$ cat src/hw/rtl/lsp_pkg.sv
// ----------------------------------------------------------------------------
// lsp_pkg
// Shared types, constants and the arctangent table for the sample-to-pixel unit.
// ----------------------------------------------------------------------------
package lsp_pkg;

  localparam int DESCRIPTOR_BYTES_DEF = 7;
  localparam int CORDIC_STEPS_DEF     = 16;

  localparam int DESC_W     = 3;
  localparam int STEP_W     = 5;
  localparam int CFG_IDX_W  = 3;
  localparam int CFG_DATA_W = 20;

  localparam logic [CFG_IDX_W-1:0] REG_QUALITY_MIN      = 3'd0;
  localparam logic [CFG_IDX_W-1:0] REG_SAMPLES_PER_SCAN = 3'd1;
  localparam logic [CFG_IDX_W-1:0] REG_CENTER_X         = 3'd2;
  localparam logic [CFG_IDX_W-1:0] REG_CENTER_Y         = 3'd3;
  localparam logic [CFG_IDX_W-1:0] REG_DISTANCE_SCALE   = 3'd4;

  localparam logic [7:0]  QUALITY_MIN_RST    = 8'd8;
  localparam logic [11:0] SAMPLES_PER_SCAN_RST = 12'd2000;
  localparam logic [8:0]  CENTER_X_RST       = 9'd160;
  localparam logic [8:0]  CENTER_Y_RST       = 9'd120;
  localparam logic [19:0] DISTANCE_SCALE_RST = 20'd50332;

  // angles in 1/64 degree
  localparam logic [14:0] FULL_TURN     = 15'd23040;
  localparam logic [14:0] HALF_TURN     = 15'd11520;
  localparam logic [14:0] QUARTER_TURN  = 15'd5760;
  localparam logic [14:0] THREE_QUARTER = 15'd17280;

  localparam logic signed [32:0] CORDIC_GAIN_Q30 = 33'sd652032874;
  localparam logic signed [17:0] Q16_ONE = 18'sd65536;
  localparam logic signed [10:0] PIX_MIN = -11'sd512;
  localparam logic signed [10:0] PIX_MAX = 11'sd767;

  typedef enum logic [2:0] {
    ST_IDLE,
    ST_PREP,
    ST_ROTATE,
    ST_TRIG,
    ST_MUL1,
    ST_MUL2,
    ST_SUM,
    ST_ROUND
  } state_t;

  typedef struct packed {
    logic take;
    logic load;
    logic rotate;
    logic trig;
    logic mul1;
    logic mul2;
    logic sum;
    logic emit;
  } cmd_t;

  typedef struct packed {
    logic kick;
    logic last_step;
    logic out_free;
  } sts_t;

  // atan(2^-i) in 2^-14 degree
  function automatic logic signed [23:0] atan_lut(input logic [STEP_W-1:0] i);
    logic signed [23:0] r;
    unique case (i)
      5'd0:    r = 24'sd737280;
      5'd1:    r = 24'sd435242;
      5'd2:    r = 24'sd229970;
      5'd3:    r = 24'sd116736;
      5'd4:    r = 24'sd58595;
      5'd5:    r = 24'sd29326;
      5'd6:    r = 24'sd14667;
      5'd7:    r = 24'sd7334;
      5'd8:    r = 24'sd3667;
      5'd9:    r = 24'sd1833;
      5'd10:   r = 24'sd917;
      5'd11:   r = 24'sd458;
      5'd12:   r = 24'sd229;
      5'd13:   r = 24'sd115;
      5'd14:   r = 24'sd57;
      5'd15:   r = 24'sd29;
      5'd16:   r = 24'sd14;
      5'd17:   r = 24'sd7;
      5'd18:   r = 24'sd4;
      5'd19:   r = 24'sd2;
      5'd20:   r = 24'sd1;
      default: r = 24'sd0;
    endcase
    return r;
  endfunction

endpackage

$ cat src/hw/rtl/lsp_ctrl.sv
// ----------------------------------------------------------------------------
// lsp_ctrl
// Sequencer: takes input words and steps the datapath through one sample.
// ----------------------------------------------------------------------------
module lsp_ctrl import lsp_pkg::*; (
  input  logic clk,
  input  logic rst,
  input  logic s_tvalid,
  output logic s_tready,
  input  sts_t sts,
  output cmd_t cmd
);

  state_t state, state_next;

  always_ff @(posedge clk) begin
    if (rst) begin
      state <= ST_IDLE;
    end else begin
      state <= state_next;
    end
  end

  always_comb begin
    state_next = state;
    unique case (state)
      ST_IDLE: begin
        if (s_tvalid && sts.kick) state_next = ST_PREP;
      end
      ST_PREP:   state_next = ST_ROTATE;
      ST_ROTATE: begin
        if (sts.last_step) state_next = ST_TRIG;
      end
      ST_TRIG:   state_next = ST_MUL1;
      ST_MUL1:   state_next = ST_MUL2;
      ST_MUL2:   state_next = ST_SUM;
      ST_SUM:    state_next = ST_ROUND;
      ST_ROUND: begin
        if (sts.out_free) state_next = ST_IDLE;
      end
      default:   state_next = ST_IDLE;
    endcase
  end

  always_comb begin
    cmd      = '0;
    s_tready = 1'b0;
    unique case (state)
      ST_IDLE: begin
        s_tready = 1'b1;
        cmd.take = s_tvalid;
      end
      ST_PREP:   cmd.load   = 1'b1;
      ST_ROTATE: cmd.rotate = 1'b1;
      ST_TRIG:   cmd.trig   = 1'b1;
      ST_MUL1:   cmd.mul1   = 1'b1;
      ST_MUL2:   cmd.mul2   = 1'b1;
      ST_SUM:    cmd.sum    = 1'b1;
      ST_ROUND:  cmd.emit   = sts.out_free;
      default: ;
    endcase
  end

endmodule

$ cat config.mk
export PLATFORM = sky130hd
export DESIGN_NAME = lsp_ctrl
export DESIGN_NICKNAME = d
export VERILOG_FILES = /design/src/hw/rtl/lsp_pkg.sv /design/src/hw/rtl/lsp_ctrl.sv
export SDC_FILE = /design/constraint.sdc
export NUM_CORES = 1
export LEC_CHECK = 0
export BUFFER_PORTS_ARGS = -buffer_cell sky130_fd_sc_hd__buf_2
export CORE_AREA = 2 2 39 41
export CTS_CLUSTER_SIZE = 40
export DETAILED_ROUTE_END_ITERATION = 6
export DIE_AREA = 0 0 41 43
export GPL_ROUTABILITY_DRIVEN = 0
export PLACE_DENSITY = 0.36
export SLEW_MARGIN = 0
export SYNTH_ARGS = -nofsm -noshare
export SYNTH_HDL_FRONTEND = slang
export SYNTH_SLANG_ARGS = --single-unit
$ cat constraint.sdc
create_clock -name clk -period 1.8 [get_ports clk]
set_clock_uncertainty 0.15 [all_clocks]
set_input_delay 0.27 -clock clk [delete_from_list [all_inputs] [get_ports clk]]
set_output_delay 0.27 -clock clk [all_outputs]
set_load 0.02 [all_outputs]
Yosys cells after proc, flatten, opt, wreduce, memory -nomap -nowiden:

Index checks and enable logic that the tools add are counted.
Widths: inputs -> output; s select.

* flip-flop bits (word level): 3
* input bits: 6
* logic and storage cells: 27

* eq/ne operators: 10
* multiplexer cells: 13
* reductions and logical operators: 3

Operators with widths (number)
* $pmux 3 s8: 1
* $eq 3x3->1 const B: 4
* $mux 1: 9
* $mux 3: 3
* $eq 3x2->1 const B: 2
* $ne 2x2->1 const B: 3
* $eq 3x1->1 const B: 1
* $logic_not 3->1: 1
* $reduce_and 3->1: 1
* $logic_and 1x1->1: 1

Logic depth before layout (Yosys ltp):

* word-level depth: 3
* mapped depth: 3

Worst setup path after synthesis:

OpenSTA, ideal clock, no wires.

* path type: register -> output
* start: register state[2]
* end: output cmd[7] (netlist name)
* arrival: 1103 ps
* required time: 1380 ps
* setup slack: 277 ps
* stages on the path, launching flop included: 4
* cell sequence: dfxtp_1 buf_4 nor3_2 and2_1

RTL lines
* from (decl): line lsp_ctrl.sv:14 `state_t state, state_next;`
* from (signal assigned): line lsp_ctrl.sv:20 `state <= state_next;`
* to (decl): line lsp_ctrl.sv:11 `output cmd_t cmd`

==> impl_metrics.ini <==
[status]
outcome = finished clean

[min_path]
hold_depth = 2
holdCritPathClass = in -> reg
worstHoldStart = rst
hold-path-endpoint = state[0]$_SDFFE_PP0P_

[global_routing]
antenna_found_initial = 0
track_usage_pct = 7.10
grt_pass1_wl_um = 793
grt_max_degree = 15
grt_pass1_vias = 190
grt_overflow_total = 0

[power_and_ir_drop]
swShare_pct = 28.9
power.leakage_nw = 0.182
ir_drop_mv = 0.288
p_int_uw = 177
power_density_nw_per_um2 = 763
combinationalPowerShare_pct = 19.3
power_frac_clock_pct = 46.3
pwr-share-seq_pct = 34.4
power_switching_uw = 72.0
p_total_uw = 249

[die]
die_y_um = 43
start_util_pct = 16.8
die_area_sq_um = 1760
num_rows = 14
core_area_sq_um = 1380
io_pins = 15
die_w_um = 41

[sta]
slew_violations = 0
fin_crit_sh_pct = 92.7
tightest_slew_ns = 0.435
setup_ws_ns = 0.132
rsz0062_at_grt = no
finalSetupViolCount = 0
period_needed_ns = 1.67
fmax_mhz = 599
setup_tns_ns = 0
hold_violations = 0
slew_headroom_pct = 71.0

[clock_network]
cts_tree = yes
postCtsSetupRepairBufs = 0
postCtsHoldBufs = 0
cts_inserted_buffers = 3
cts_sinks = 3
insertion_delay_ns = 0.23
clk_path_buf_depth = 2
cts_root_buffer = clkbuf_4
clkSlewWorstSetupHoldPaths_ns = 0.03
cts_htree_levels = 1

[routing]
wl_per_cell_um = 9.44
drtIter0Drc = 0
route.detailed.drc = 0
dr_total_vias = 238
viasPerCell = 4.18
wl_um = 538
ant_nets = 0
drtPass1Iterations = 1

[logic_synthesis]
ys_ff_latch = 3
ys_seq_area_share_pct = 25.8
synth_warnings = 0
synth.avg_cell_area_sq_um = 8.95
syn-num-nets = 32
syn_inst = 26
yosysUniqueCellTypes = 19
synth_area_sq_um = 233

[worst_setup_path]
r2r-start = state[2]$_SDFFE_PP0P_
reg2reg_depth = 2
cp_max_fo = 12
rr_endpoint = state[0]$_SDFFE_PP0P_
criticalPathCategory = reg -> out
end_kind = primary output
cp.arrival_ns = 1.25
crit_required_ns = 1.38
ff2ff_setup_slack_ns = 0.59
start_kind = register

[layout]
fin_util_pct = 23.6
diodes = 0
largestRegisters = state x3
largest_register = state
drive_above_1_share_pct = 51.2
largest_reg_flops = 3
nets = 48
syn_to_final_growth_pct = 40.3

[run]
cap_violations = 0

[placement]
pre_cts_slack_ns = 0.340
port_buffers = 14
dp_hpwl_um = 398
-- worst max-delay path by stage --
stage                          startpoint     end  cells after the start
floorplan           state[2]$_SDFFE_PP0P_  cmd[7]                      3
global placement    state[1]$_SDFFE_PP0P_  cmd[0]                      2
finish              state[2]$_SDFFE_PP0P_  cmd[0]                      2
global route        state[2]$_SDFFE_PP0P_  cmd[3]                      2
CTS                 state[1]$_SDFFE_PP0P_  cmd[0]                      2
detailed placement  state[1]$_SDFFE_PP0P_  cmd[0]                      2
-- layout make-up --
cell class / count / area (sq um)
Tap cell: 16 / 20.0
Clock buffer: 4 / 26.3
Timing Repair Buffer: 14 / 70.1
Fill cell: 168 / 1060
Multi-Input combinational cell: 20 / 149
Sequential cell: 3 / 61.3
-- power groups by stage --
stage          logic [mW]  clock network (mW)  registers (mW)
2_1_floorplan      0.0446                   0          0.0753
3_3_place_gp       0.0491                   0          0.0854
3_5_place_dp       0.0487                   0          0.0862
4_1_cts            0.0489               0.124          0.0851
5_1_grt            0.0520               0.127          0.0877
6_report           0.0481               0.115          0.0857
-- what timing repair did --
action / CTS / global route
hold endpoints to repair: 0 / 0
gates resized for setup: 0 / 1
setup endpoints to repair: 0 / 1
-- per-layer routing --
metal	part of all wire, %	track usage, %	wire length (um)	vias to the layer above
met3	4.8	1.57	26	0
met1	42	8.57	226	111
met4	0	8.00	0	0
li1	-	-	-	124
met2	53	9.06	285	3
met5	0	0	0	-
-- cells in the mapped netlist --
master / n / area [sq um]
a21oi_1: 2 / 10.0
a221oi_2: 1 / 15.0
a31oi_1: 1 / 6.26
and2_1: 1 / 6.26
and3b_1: 1 / 8.76
and4_1: 1 / 8.76
buf_2: 1 / 5.00
buf_4: 1 / 7.51
buf_6: 1 / 11.3
dfxtp_1: 3 / 60.1
nand2_1: 2 / 7.51
nand2b_1: 1 / 6.26
nand3b_1: 1 / 7.51
nand3b_4: 1 / 20.0
nor2_1: 2 / 7.51
nor3_1: 1 / 5.00
nor3_2: 1 / 10.0
nor3b_1: 3 / 22.5
o21bai_1: 1 / 7.51
-- cells by family after synthesis --
family | count (synthesis) | synth area share, %
and+or+nand+nor | 15 | 47.3
DFF | 3 | 25.8
AOI/OAI and AO/OA | 5 | 16.7
buffers and inverters | 3 | 10.2
-- metrics by stage --
step,area [sq um],hold slack (ns),cells
after floorplan,233,0.186,26
after global placement,299,0.332,53
after detailed placement,299,0.335,53
after CTS,325,0.0874,57
after global routing,327,0.0933,57
final,327,0.0933,57
-- layout by cell type, fill, tap and decap left out --
| master | synthesis | routed |
|---|---|---|
| o21bai_1 | 1 | 1 |
| buf_2 | 1 | 14 |
| clkbuf_1 | 0 | 1 |
| nor3b_1 | 3 | 3 |
| nor2_1 | 2 | 2 |
| nor3_2 | 1 | 1 |
| nand3b_1 | 1 | 1 |
| a21oi_1 | 2 | 2 |
| and3b_1 | 1 | 1 |
| and2_1 | 1 | 1 |
| dfxtp_2 | 0 | 1 |
| dfxtp_1 | 3 | 2 |
| and4_1 | 1 | 1 |
| nand2b_1 | 1 | 1 |
| clkbuf_4 | 0 | 3 |
| nand2_1 | 2 | 2 |
| a31oi_1 | 1 | 1 |
| a221oi_2 | 1 | 1 |
| nand3b_4 | 1 | 1 |
| nor3_1 | 1 | 1 |
-- worst max-delay path, stage by stage, from the launching register on --
cell and delay, ns:
dfxtp_1 0.58, and4_1 0.28, buf_2 0.17
Power figures use the tool's default switching activity.
